`config.mk`:
```
export PLATFORM = sky130hd
export DESIGN_NAME = escape_sequence_decode_top
export DESIGN_NICKNAME = d
export VERILOG_FILES = /design/src/rtl/esd_pkg.sv /design/src/rtl/esd_decode.sv /design/src/rtl/escape_sequence_decode_top.sv
export SDC_FILE = /design/constraint.sdc
export NUM_CORES = 1
export LEC_CHECK = 0
export BUFFER_PORTS_ARGS = -buffer_cell sky130_fd_sc_hd__buf_2
export CAP_MARGIN = 20
export CORE_MARGIN = 3
export CORE_UTILIZATION = 51
export CTS_CLUSTER_SIZE = 12
export DETAILED_ROUTE_END_ITERATION = 7
export GPL_ROUTABILITY_DRIVEN = 0
export PLACE_DENSITY = 0.81
export SLEW_MARGIN = 10
export SYNTH_ARGS = -nofsm -noshare
export SYNTH_HDL_FRONTEND = slang
export SYNTH_HIERARCHICAL = 1
export SYNTH_SLANG_ARGS = --single-unit
```
`constraint.sdc`:
```
create_clock -name clk -period 2.7 [get_ports clk]
set_input_delay 0.135 -clock clk [delete_from_list [all_inputs] [get_ports clk]]
set_output_delay 0.135 -clock clk [all_outputs]
set_load 0.1 [all_outputs]
```
`src/rtl/esd_pkg.sv`:
```
package esd_pkg;

  localparam int MAGIC_SLOTS = 6;
  localparam int BYTE_W      = 8;
  localparam int VALUE_W     = 13;
  localparam int USED_W      = 3;
  localparam int CHARS_W     = 48;
  localparam int COUNT_W     = 3;
  localparam int CFG_IDX_W   = 2;

  localparam logic [COUNT_W-1:0] MAGIC_SLOTS_N = COUNT_W'(MAGIC_SLOTS);

  typedef enum logic [CFG_IDX_W-1:0] {
    CFG_MAGIC_CHARS = 2'd0,
    CFG_MAGIC_COUNT = 2'd1
  } cfg_reg_t;

  typedef struct packed {
    logic [CHARS_W-1:0] chars;
    logic [COUNT_W-1:0] count;
  } magic_cfg_t;

  typedef struct packed {
    logic signed [VALUE_W-1:0] value;
    logic [USED_W-1:0]         consumed;
  } decode_t;

  // Returns {is_hex, digit}.
  function automatic logic [4:0] hex_digit(input logic [BYTE_W-1:0] b);
    logic [4:0] r;
    r = 5'b0;
    if (b >= 8'h30 && b <= 8'h39) begin
      r = {1'b1, 4'(b - 8'h30)};
    end else if (b >= 8'h61 && b <= 8'h66) begin
      r = {1'b1, 4'(b - 8'h57)};
    end else if (b >= 8'h41 && b <= 8'h46) begin
      r = {1'b1, 4'(b - 8'h37)};
    end
    return r;
  endfunction

  // Returns {is_octal, digit}.
  function automatic logic [3:0] oct_digit(input logic [BYTE_W-1:0] b);
    logic [3:0] r;
    r = 4'b0;
    if (b >= 8'h30 && b <= 8'h37) begin
      r = {1'b1, 3'(b - 8'h30)};
    end
    return r;
  endfunction

endpackage

```
`src/rtl/esd_decode.sv`:
```
module esd_decode import esd_pkg::*; (
  input  logic [BYTE_W-1:0] first_byte,
  input  logic [BYTE_W-1:0] second_byte,
  input  logic [BYTE_W-1:0] third_byte,
  input  logic [BYTE_W-1:0] fourth_byte,
  input  magic_cfg_t        magic,
  output decode_t           result
);

  logic [BYTE_W-1:0]  lower;
  logic               ctl_hit;
  logic [BYTE_W-1:0]  ctl_code;
  logic [4:0]         h1, h2, h3;
  logic [3:0]         o0, o1, o2;
  logic [11:0]        hex_val;
  logic [USED_W-1:0]  hex_used;
  logic [8:0]         oct_val;
  logic [USED_W-1:0]  oct_used;
  logic [COUNT_W-1:0] slots;
  logic               magic_hit;
  logic [2:0]         magic_slot;

  always_comb begin
    lower = first_byte;
    if (first_byte >= 8'h41 && first_byte <= 8'h5a) begin
      lower = first_byte + 8'd32;
    end
    ctl_hit  = 1'b1;
    ctl_code = '0;
    unique case (lower)
      8'h61: ctl_code = 8'd7;
      8'h62: ctl_code = 8'd8;
      8'h66: ctl_code = 8'd12;
      8'h6e: ctl_code = 8'd10;
      8'h72: ctl_code = 8'd13;
      8'h74: ctl_code = 8'd9;
      8'h76: ctl_code = 8'd11;
      default: ctl_hit = 1'b0;
    endcase
  end

  // Hex digits run from the second byte and stop at the first non-digit.
  always_comb begin
    h1 = hex_digit(second_byte);
    h2 = hex_digit(third_byte);
    h3 = hex_digit(fourth_byte);
    if (h1[4] && h2[4] && h3[4]) begin
      hex_val  = {h1[3:0], h2[3:0], h3[3:0]};
      hex_used = 3'd4;
    end else if (h1[4] && h2[4]) begin
      hex_val  = {4'b0, h1[3:0], h2[3:0]};
      hex_used = 3'd3;
    end else if (h1[4]) begin
      hex_val  = {8'b0, h1[3:0]};
      hex_used = 3'd2;
    end else begin
      hex_val  = '0;
      hex_used = 3'd1;
    end
  end

  // The first byte is known to be octal when this path is chosen.
  always_comb begin
    o0 = oct_digit(first_byte);
    o1 = oct_digit(second_byte);
    o2 = oct_digit(third_byte);
    if (o1[3] && o2[3]) begin
      oct_val  = {o0[2:0], o1[2:0], o2[2:0]};
      oct_used = 3'd3;
    end else if (o1[3]) begin
      oct_val  = {3'b0, o0[2:0], o1[2:0]};
      oct_used = 3'd2;
    end else begin
      oct_val  = {6'b0, o0[2:0]};
      oct_used = 3'd1;
    end
  end

  // Scan from the top slot down so that the lowest matching slot wins.
  always_comb begin
    slots      = (magic.count > MAGIC_SLOTS_N) ? MAGIC_SLOTS_N : magic.count;
    magic_hit  = 1'b0;
    magic_slot = '0;
    for (int i = MAGIC_SLOTS - 1; i >= 0; i--) begin
      if (3'(i) < slots && magic.chars[BYTE_W*i +: BYTE_W] == first_byte) begin
        magic_hit  = 1'b1;
        magic_slot = 3'(i);
      end
    end
  end

  always_comb begin
    result.consumed = 3'd1;
    if (first_byte == 8'h00) begin
      result.value = '0;
    end else if (ctl_hit) begin
      result.value = VALUE_W'(ctl_code);
    end else if (first_byte == 8'h78) begin
      result.value    = VALUE_W'(hex_val);
      result.consumed = hex_used;
    end else if (first_byte == 8'h38 || first_byte == 8'h39) begin
      result.value = VALUE_W'(first_byte);
    end else if (o0[3]) begin
      result.value    = VALUE_W'(oct_val);
      result.consumed = oct_used;
    end else if (magic_hit) begin
      // Minus one minus the slot is the complement of the slot.
      result.value = ~VALUE_W'(magic_slot);
    end else begin
      result.value = VALUE_W'(first_byte);
    end
  end

endmodule

```
`src/rtl/escape_sequence_decode_top.sv`:
```
// An accepted input transaction passes through the input register and then the result register to the output.
// Throughput: one escape per cycle; an input register and a result register form a
// two-stage pipeline that advances whenever the output is not stalled.
// Reset (synchronous, active high) empties both stages and clears the magic
// registers to zero.
module escape_sequence_decode_top import esd_pkg::*; (
  input  logic                      clk,
  input  logic                      rst,
  input  logic                      in_valid,
  output logic                      in_stall,
  input  logic [BYTE_W-1:0]         first_byte,
  input  logic [BYTE_W-1:0]         second_byte,
  input  logic [BYTE_W-1:0]         third_byte,
  input  logic [BYTE_W-1:0]         fourth_byte,
  output logic                      out_valid,
  input  logic                      out_stall,
  output logic signed [VALUE_W-1:0] value,
  output logic [USED_W-1:0]         consumed,
  input  logic                      cfg_valid,
  output logic                      cfg_ready,
  input  logic [CFG_IDX_W-1:0]      cfg_index,
  input  logic [CHARS_W-1:0]        cfg_data
);

  magic_cfg_t        magic;
  logic              s1_valid;
  logic [BYTE_W-1:0] s1_b0, s1_b1, s1_b2, s1_b3;
  logic              s1_en, s2_en;
  decode_t           dec;

  assign cfg_ready = 1'b1;

  always_ff @(posedge clk) begin
    if (rst) begin
      magic <= '0;
    end else if (cfg_valid && cfg_ready) begin
      if (cfg_index == CFG_MAGIC_CHARS) begin
        magic.chars <= cfg_data;
      end else if (cfg_index == CFG_MAGIC_COUNT) begin
        magic.count <= cfg_data[COUNT_W-1:0];
      end
    end
  end

  assign s2_en    = !out_valid || !out_stall;
  assign s1_en    = !s1_valid || s2_en;
  assign in_stall = !s1_en;

  always_ff @(posedge clk) begin
    if (rst) begin
      s1_valid <= 1'b0;
    end else if (s1_en) begin
      s1_valid <= in_valid;
    end
  end

  always_ff @(posedge clk) begin
    if (s1_en && in_valid) begin
      s1_b0 <= first_byte;
      s1_b1 <= second_byte;
      s1_b2 <= third_byte;
      s1_b3 <= fourth_byte;
    end
  end

  esd_decode u_decode (
    .first_byte  (s1_b0),
    .second_byte (s1_b1),
    .third_byte  (s1_b2),
    .fourth_byte (s1_b3),
    .magic       (magic),
    .result      (dec)
  );

  always_ff @(posedge clk) begin
    if (rst) begin
      out_valid <= 1'b0;
    end else if (s2_en) begin
      out_valid <= s1_valid;
    end
  end

  always_ff @(posedge clk) begin
    if (s2_en && s1_valid) begin
      value    <= dec.value;
      consumed <= dec.consumed;
    end
  end

  a_reset_empties: assert property (@(posedge clk) rst |=> !out_valid && !s1_valid)
    else $error("pipeline not empty after reset");

  a_stall_cause: assert property (@(posedge clk) disable iff (rst)
    in_stall |-> (s1_valid && out_valid && out_stall))
    else $error("input stalled without a blocked result");

  a_consumed_range: assert property (@(posedge clk) disable iff (rst)
    out_valid |-> (consumed >= 3'd1 && consumed <= 3'd4))
    else $error("consumed out of range");

  a_magic_value: assert property (@(posedge clk) disable iff (rst)
    (out_valid && value < 0) |->
      (consumed == 3'd1 && value >= -VALUE_W'(MAGIC_SLOTS)))
    else $error("negative value is not a magic slot");

endmodule

```
**Word level (Yosys, flattened, before mapping)**

Index checks and enable logic that the tools add are counted.

- Output and inout bits: 19
- Bits in writable memories: 0
- Memory bits (read-only): 0
- Bits of input ports: 87
- Logic and storage cells: 157
- Bits in latches: 0
- Flip-flop bits (word level): 101
- Memories kept: 0

- Multiplexer cells: 45
- Bitwise operators: 3
- Add/sub/neg operators: 11
- Reduce and logical (&&, ||, !) cells: 38
- $lt $le $gt $ge: 31
- Div/mod/pow operators: 0
- Shifts and indexed selects: 0
- Multipliers: 0
- Equality and inequality tests: 17

Operator list:

| cell | number |
|---|---|
| $eq A8 B7 Y1 const B | 8 |
| $mux W12 | 5 |
| $ge A8 B7 Y1 const B | 7 |
| $le A8 B7 Y1 const B | 7 |
| $eq A8 B8 Y1 | 6 |
| $le A8 B6 Y1 const B | 6 |
| $mux W5 | 9 |
| $mux W3 | 12 |
| $ge A8 B6 Y1 const B | 4 |
| $pmux W4 S7 | 1 |
| $logic_and A1 B1 Y1 | 24 |
| $sub A4 B3 Y4 const B | 6 |
| $eq A8 B6 Y1 const B | 2 |
| $mux W4 | 4 |
| $mux W8 | 2 |
| $mux W15 | 1 |
| $not A3 Y13 | 1 |
| $sub A4 B1 Y4 const B | 3 |
| $mux W9 | 1 |
| $add A8 B6 Y8 const B | 1 |
| $logic_not A8 Y1 | 1 |
| $mux W1 | 7 |
| $reduce_or A7 Y1 | 1 |
| $lt A1 B3 Y1 const A | 2 |
| other kinds (15) | 24 |

**Depth between registers and ports, before layout**

Gate-level depths: netlist of the first run.

- Depth in word-level cells: 16
- Mapped depth: 10
- Mapped depth without buffers: 9

**Modules after synthesis**

The synthesis of the first run kept the hierarchy.

By module, submodules not included:

| module | cells an instance | sequential area each (um2) | times used | area each (um2) |
|---|---|---|---|---|
| escape_sequence_decode_top | 279 | 2502.4 | 1 | 3782.4 |
| esd_decode | 313 | 0.0 | 1 | 2172.1 |

**Least setup slack after synthesis of the first run**

Ideal clock, no wire load.

- Path kind: register -> register
- From: reg out_valid
- To: reg s1_b0[0], enable pin
- Path slack: -0.511 ns
- Path buffers: 0
- Clock period less this slack: 3.211 ns
- Data required time: 2.279 ns
- Arrival time: 2.790 ns
- Library setup time: 0.421 ns
- Stages on the path, launching flop included: 4
- Cell sequence: dfxtp_1 > nand3_1 > inv_1 > nor2_1

- Word-level cells in the longest chain between the ends: 4

RTL lines:

| what | line | RTL |
|---|---|---|
| from (decl) | escape_sequence_decode_top.sv:15 | `output logic out_valid,` |
| from (signal assigned) | escape_sequence_decode_top.sv:79 | `out_valid <= s1_valid;` |
| $logic_not A1 Y1 | escape_sequence_decode_top.sv:45 | `assign s2_en = !out_valid \|\| !out_stall;` |
| $logic_or A1 B1 Y1 | escape_sequence_decode_top.sv:45 |  |
| $logic_or A1 B1 Y1 | escape_sequence_decode_top.sv:46 | `assign s1_en = !s1_valid \|\| s2_en;` |
| $logic_and A1 B1 Y1 | escape_sequence_decode_top.sv:58 | `if (s1_en && in_valid) begin` |
| to (signal assigned) | escape_sequence_decode_top.sv:59 | `s1_b0 <= first_byte;` |
| to (decl) | escape_sequence_decode_top.sv:27 | `logic [BYTE_W-1:0] s1_b0, s1_b1, s1_b2, s1_b3;` |

No other way between the ends.
A chain may end at the register's enable or synchronous reset.

**Worst setup path in the final report of the first run**

- From: reg s1_b0[1]
- To: reg value[0], data pin

- Word-level cells in the longest chain between the ends: 14
- Elaborated cells on any way between the ends: 56
- Classes of those cells: 1 x add/sub; 4 x order compare; 16 x eq/ne; 23 x mux; 1 x bitwise; 11 x reduce/logical

RTL lines:

| what | line | RTL |
|---|---|---|
| $eq A8 B8 Y1 | esd_decode.sv:85 | `if (3'(i) < slots && magic.chars[BYTE_W*i +: BYTE_W] == first_byte) begin` |
| $logic_and A1 B1 Y1 | esd_decode.sv:85 |  |
| $mux W3 (6 in series) | esd_decode.sv:85 |  |
| $not A3 Y13 | esd_decode.sv:108 | `result.value = ~VALUE_W'(magic_slot);` |
| $mux W12 | esd_decode.sv:106 | `end else if (magic_hit) begin` |
| $mux W12 | esd_decode.sv:103 | `end else if (o0[3]) begin` |
| $mux W12 | esd_decode.sv:101 | `end else if (first_byte == 8'h38 \|\| first_byte == 8'h39) begin` |
| $mux W15 | esd_decode.sv:98 | `end else if (first_byte == 8'h78) begin` |
| $mux W8 | esd_decode.sv:96 | `end else if (ctl_hit) begin` |
| to (signal assigned) | escape_sequence_decode_top.sv:85 | `value <= dec.value;` |
| to (decl) | escape_sequence_decode_top.sv:17 | `output logic signed [VALUE_W-1:0] value,` |

Several ways; a longest one is shown, not always the timed one.

==> results of run 1 <==
==> sequential cells by signal, summed over array words and instances (netlist names) <==
name and flops:
s1_b3 8, s1_b2 8, magic 51, s1_b0 8, s1_valid 1, s1_b1 8, out_valid 1, consumed 3
value 13
==> final cells by class <==
type                       instances  area share (%)
sequential                       101            33.8
clock inverter                     3           0.288
multi-input combinational        439            44.3
tap                              140            2.37
inverter                          16           0.812
clock buffer                      13            3.81
antenna                            1          0.0338
timing repair buffer             167            14.6
==> worst paths after layout <==
| kind | to | slack, ps | depth (start not counted) |
|---|---|---|---|
| min | magic[26] | 30 | 3 |
| min reg2reg | magic[42] | 490 | 2 |
| max reg2reg | value[0] | 30 | 8 |
| max | value[0] | 30 | 8 |
==> cell families (layout without fill, tap and decap cells) <==
kind of cell / after synthesis / in the layout
buf+inv: 52 / 199
xor+xnor: 52 / 52
fa+ha+maj: 13 / 13
flops: 101 / 101
compound gates: 91 / 91
simple gates: 224 / 224
mux: 58 / 58
other cells: 1 / 2
==> critical path, stage by stage (launching register included) <==
cell and delay [ps]:
edfxtp_1 410, buf_4 230, or4b_4 550, a2111oi_4 380
buf_6 190, nand2_2 100, o311ai_1 320, a221oi_1 100
nor3_2 210
==> power breakdown <==
group	switching, mW	internal, mW	total [mW]
clock network	0.557	0.736	1.29
registers	0.0562	1.68	1.73
logic	0.344	0.259	0.603
==> placed cells by master, fill, tap and decap left out, types with 5 or more instances in the layout <==
cell type / count
nand2b_1: 106
buf_2: 104
mux2i_1: 56
dfxtp_1: 53
edfxtp_1: 48
xnor2_1: 40
dlygate4sd3_1: 32
buf_4: 30
nand2_1: 21
a21oi_1: 20
nor2_1: 19
nand3_1: 17
inv_1: 16
o21ai_0: 15
ha_1: 13
xor2_1: 12
clkbuf_16: 10
nor3_1: 9
o21bai_1: 6
nor4_1: 6
nor3b_1: 5
or4_1: 5
a21o_1: 5
==> per-layer routing <==
metal / vias to the layer above / track usage, % / wire length, um
met1: 2278 / 32.4 / 6250
met3: 39 / 4.07 / 1320
met5: - / 0 / 0
met2: 264 / 36.7 / 6880
met4: 0 / 7.36 / 303
li1: 2388 / - / -
==> repair_timing <==
item,4_1_cts,5_1_grt
endpoints found under the setup margin,0,12
resized for setup,0,13
hold buffers,32,0
hold endpoints to repair,32,0
==> per-stage QoR <==
stage | worst slack [ps] | TNS (ps)
2_1_floorplan | 20.4 | 0
3_3_place_gp | 181 | 0
3_5_place_dp | 21.9 | 0
4_1_cts | 15.7 | 0
5_1_grt | -123 | -266
6_report | 29.9 | 0
==> impl_metrics.csv, run 1 <==
group,metric,value,unit
outcome,status,"complete, no violations",
routing,routed_wl,14.7,mm
power_and_ir_drop,p_total,3.63,mW
routing,drt_iter0_drc,469,
synth,synth.area.mux_share,9.79,%
synth,ys_ff_latch,101,
clock_network,cts_tree,"yes",
critical_path,startpoint_type,"register",
place,post_dp_cell_area,0.00671,mm^2
floorplan,die_area,0.0130,mm^2
clock_network,cts_buffers,9,
critical_path,crit_type,"register to register",
routing,postRouteAntennaNets,0,
power_and_ir_drop,power_leakage,2.84,nW
cells_and_area,seq_area,0.00250,mm^2
routing,wl_per_cell,16.8,um
synth,synth.top_cell.area_share,24.2,%
synth,synth.distinct_cells,67,
synth,synth_compound_area_share,10.5,%
floorplan,num_rows,38,
timing,maxSlewViolCount,0,
floorplan,ios,106,
cells_and_area,stdcell_count,880,
clock_network,root_buffer,"clkbuf_16",
worst_hold_path,min_path_type,"primary input to register",
synth,ys_seq_area_share,42.0,%
power_and_ir_drop,powerDensity,491,mW/mm^2
clock_network,cts_setup_buffers,0,
timing,skew,10.8,ps
cells_and_area,multiInputGateArea,0.00328,mm^2
place,hpwl,10.6,mm
synth,syn_nets,692,
synth,syn_area,0.00595,mm^2
critical_path,cp-startpoint,"s1_b0[1]",
grt,grt_max_degree,66,
critical_path,endpoint_kind,"register",
cells_and_area,area_growth,24.2,%
synth,synthSimpleGateAreaFrac,23.2,%
synth,yosysMostFrequentCell,"nand2b_1",
clock_network,clkTransAtPathRegs,70,ps
worst_hold_path,hold_path_startpoint,"cfg_data[23]",
timing,period_needed,2670,ps
grt,grt_pass1_wl,24.2,mm
synth,ys.flop_type,"dfxtp_1",
timing,tightest_slew,790,ps
cells_and_area,fillers,858,
grt,grt.overflow.total,0,
power_and_ir_drop,peakVddDrop,0.290,mV
synth,postSynthAreaPerCell,10.1,um^2
synth,yosysTopAreaCell,"edfxtp_1",
synth,synth_top_family_by_area,"simple AND/OR/NAND/NOR gates",
synth,synth_cells,592,
critical_path,worstPathRequired,2870,ps
cells_and_area,final_core_util,66.5,%
routing,vias_per_cell,5.65,
cells_and_area,final_cell_area,0.00740,mm^2
routing,num_vias,4969,
place,dp_cells,831,
clock_network,cts_max_path_buffers,2,
floorplan,start_util,53.5,%
grt,antenna_found_initial,1,
cells_and_area,drive_above_1_share,23.3,%
timing,relSlewSlack,47.3,%
grt,gr-usage-all-layers,23.1,%
synth,synth_fa_ha_area_share,2.73,%
clock_network,clock_latency,350,ps
critical_path,timing.rr.start,"s1_b0[1]",
cells_and_area,fin_nets,834,
critical_path,cp_max_fo,16,
timing,fmax,375,MHz
floorplan,die_height,114,um
routing,drtPass1Iterations,8,
timing,rsz0062_at_grt,"true",
grt,grt_pass1_vias,4908,
routing,post-route-drc-count,0,
synth,synth_xor_area_share,7.65,%
synth,async_reset_ff_share,0,%
run,drv_cap,0,
synth,ys_top_cells_by_count,"nand2b_1, mux2i_1, dfxtp_1",
clock_network,htree_levels,3,
timing,hold_violations,0,
synth,synth_edf_count,48,
synth,synth_area_leaders,"edfxtp_1, dfxtp_1, nand2b_1",
timing,finalSetupViolations,0,
timing,whs,31.4,ps
critical_path,crit_arrival,2840,ps
floorplan,fp.dieW,114,um
synth,yosysWarnings,6,
place,numPortBuffers,104,
floorplan,core,0.0111,mm^2
timing,period_share,98.9,%
clock_network,cts_sinks,101,
Power figures use the tool's default switching activity.
==> inputs of run 2 (changes only) <==
--- a/config.mk
+++ b/config.mk
@@ -5,14 +5,16 @@
 export SDC_FILE = /design/constraint.sdc
 export NUM_CORES = 1
 export LEC_CHECK = 0
+export ABC_AREA = 1
 export BUFFER_PORTS_ARGS = -buffer_cell sky130_fd_sc_hd__buf_2
 export CAP_MARGIN = 20
 export CORE_MARGIN = 3
-export CORE_UTILIZATION = 51
+export CORE_UTILIZATION = 52
 export CTS_CLUSTER_SIZE = 12
 export DETAILED_ROUTE_END_ITERATION = 7
 export GPL_ROUTABILITY_DRIVEN = 0
-export PLACE_DENSITY = 0.81
+export PLACE_DENSITY = 0.82
+export SKIP_LAST_GASP = 1
 export SLEW_MARGIN = 10
 export SYNTH_ARGS = -nofsm -noshare
 export SYNTH_HDL_FRONTEND = slang
==> run 2 against run 1 <==
Effect of this change: core utilization is 1.3 points lower; highest routed layer unchanged; cell area grew 2.8%; hold slack better by 2.7 ps; combinational power is 9.3% higher; synthesized cell count up 49%; critical path depth rose by 3; largest power group unchanged.
==> impl_metrics.csv, run 2 <==
group,metric,value,unit
timing,fmax,408,MHz
synth,async_reset_ff_share,0,%
synth,synth_edf_count,48,
power_and_ir_drop,peakVddDrop,0.288,mV
critical_path,cpPeakStageDelay,680,ps
clock_network,cts_sinks,101,
floorplan,ios,106,
synth,ys.flop_type,"dfxtp_1",
cells_and_area,stdcell_count,1158,
clock_network,ctsResizeCount,0,
timing,relSlewSlack,61.9,%
cells_and_area,fillers,998,
place,dp_cells,1109,
critical_path,cp_num_buf_inv,0,
worst_hold_path,hold-path-endpoint,"magic[2]",
floorplan,num_rows,39,
critical_path,startpoint_type,"register",
synth,ys_ff_latch,101,
grt,grt_max_degree,97,
timing,rsz0062_at_grt,"false",
timing,hold_violations,0,
clock_network,postCtsHoldBufs,33,
clock_network,cts_setup_buffers,0,
routing,postRouteAntennaNets,0,
cells_and_area,largest_reg_flops,51,
critical_path,crit_type,"register to register",
synth,ys_seq_area_share,39.3,%
worst_hold_path,hold_path_startpoint,"cfg_data[2]",
critical_path,worst_path_max_delay_cell,"edfxtp_1",
floorplan,core,0.0117,mm^2
clock_network,root_buffer,"clkbuf_16",
synth,syn_nets,984,
place,hpwl,11.1,mm
synth,yosysWarnings,6,
synth,synth.distinct_cells,53,
routing,num_vias,6049,
critical_path,r2r-end,"value[9]",
synth,ys_top_cells_by_count,"nand2_1, inv_1, nor2_1",
power_and_ir_drop,power_switching,1.09,mW
power_and_ir_drop,pwr-share-clk,35.2,%
worst_hold_path,hold_depth,3,
critical_path,crit_arrival,2540,ps
synth,yosysMostFrequentCell,"nand2_1",
grt,grt_pass1_wl,25.0,mm
cells_and_area,num_antenna_cells,0,
clock_network,cts_max_path_buffers,2,
power_and_ir_drop,comb_power_share,17.6,%
clock_network,cts_tree,"yes",
synth,synth_cells,884,
timing,finalSetupViolations,0,
routing,drt_iter0_drc,559,
grt,gr-usage-all-layers,22.9,%
timing,tightest_slew,567,ps
cells_and_area,layout_commonest_cell,"nand2_1",
timing,maxSlewViolCount,0,
critical_path,timing.rr.start,"s1_b0[5]",
cells_and_area,area_growth,19.5,%
cells_and_area,multiInputGateArea,0.00312,mm^2
outcome,status,"complete, no violations",
clock_network,clkTransAtPathRegs,80,ps
power_and_ir_drop,powerDensity,492,mW/mm^2
critical_path,endpoint_kind,"register",
critical_path,cp_max_fo,10,
synth,yosysTopAreaCell,"edfxtp_1",
routing,routed_wl,15.5,mm
critical_path,crit_family,"simple AND/OR/NAND/NOR gates",
power_and_ir_drop,pwr-share-seq,47.2,%
worst_hold_path,min_path_type,"primary input to register",
critical_path,critical_path.cell_chain,"ha_1 > nor2_1 > nand2_1 > o21ai_2 > nand2_2 > nor2_1 > nand2_2 > nand3_2 > nor2_4 > nand2_1 > o21ai_0",
cells_and_area,seq_area,0.00250,mm^2
routing,vias_per_cell,5.22,
floorplan,die_height,117,um
power_and_ir_drop,switching_share,29.3,%
critical_path,ff2ff_path_depth,11,
cells_and_area,top_register,"magic",
timing,skew,9.80,ps
cells_and_area,fin_nets,1110,
routing,wl_per_cell,13.4,um
grt,grt.overflow.total,0,
power_and_ir_drop,power_leakage,3.70,nW
synth,synth.top_cell.area_share,22.7,%
critical_path,r2r_setup_slack,250,ps
clock_network,htree_levels,3,
clock_network,clock_latency,340,ps
routing,post-route-drc-count,0,
critical_path,cp-startpoint,"s1_b0[5]",
grt,grt_pass1_vias,5344,
timing,period_needed,2450,ps
timing,period_share,90.8,%
power_and_ir_drop,p_int,2.64,mW
synth,syn_area,0.00636,mm^2
floorplan,die_area,0.0136,mm^2
run,drv_cap,0,
routing,drtPass1Iterations,5,
cells_and_area,final_cell_mix,"nand2_1, inv_1, nor2_1",
grt,antenna_found_initial,0,
floorplan,fp.dieW,117,um
timing,setup-tns-final,0,ps
floorplan,start_util,54.6,%
critical_path,worstPathRequired,2780,ps
clock_network,cts_buffers,9,
cells_and_area,top_regs,"magic: 51 flops, value: 13 flops",
cells_and_area,drive_above_1_share,18.1,%
synth,postSynthAreaPerCell,7.20,um^2
synth,synth_area_leaders,"edfxtp_1, dfxtp_1, nand2_1",
place,numPortBuffers,104,
[run 2: cell types whose count changed after synthesis, moves of 56 or more]
cell | previous run | this run
nand2b_1 | 106 | 0
mux2i_1 | 56 | 0
nand3_1 | 17 | 84
nor2_1 | 20 | 114
nand2_1 | 21 | 203
inv_1 | 16 | 119
[run 2: tightest hold or removal path: cells and delay by family]
| family | cells | cell delay [ps] |
|---|---|---|
| buffers and inverters | 1 | 90 |
| AND/OR/NAND/NOR | 2 | 120 |
[run 2: cells by family after synthesis]
group | after synthesis | share of synthesized area, %
simple gates | 465 | 32.9
xor+xnor | 24 | 3.30
compound gates | 112 | 10.2
flops | 101 | 39.3
fa+ha+maj | 13 | 2.56
other cells | 1 | 0.0589
buf+inv | 168 | 11.7
[run 2: through the flow]
step           setup WS (ps)  total power [mW]  hold slack (ps)  area (um^2)  utilization (%)
6_report                 248              3.74             34.1         7600             65.2
2_1_floorplan            623              2.24              204         6360                -
5_1_grt                  105              3.91             44.0         7600             65.2
3_5_place_dp             305              2.41              313         6960             59.7
4_1_cts                  296              3.75             30.2         7600             65.2
3_3_place_gp             348              2.39              312         6960             59.7
[run 2: worst max path at each step]
stage	cells past startpoint	slack, ps	end
after floorplan	13	620	value[3]
after global placement	11	350	value[9]
after detailed placement	11	300	value[9]
after CTS	11	300	value[9]
after global routing	11	100	value[9]
final	11	250	value[9]
[run 2: final cells by class]
class / instances / share of cell area [%]
multi-input combinational: 615 / 41.1
sequential: 101 / 32.9
timing repair buffer: 152 / 13.0
inverter: 131 / 6.57
clock buffer: 10 / 3.29
tap: 143 / 2.35
clock inverter: 6 / 0.807
[run 2: routing by layer]
layer  track usage [%]  up-vias  part of all wire [%]
met5                 0        -                     0
met2              37.4      253                    46
li1                  -     3081                     -
met3              3.21       21                   7.8
met4              6.19        0                   1.2
met1              32.1     2694                    45
[run 2: power by group through the flow]
stage	logic [mW]	clock network [mW]	registers [mW]
floorplan	0.395	0	1.85
global placement	0.601	0	1.79
detailed placement	0.612	0	1.80
CTS	0.652	1.34	1.76
global route	0.732	1.40	1.77
finish	0.659	1.32	1.76
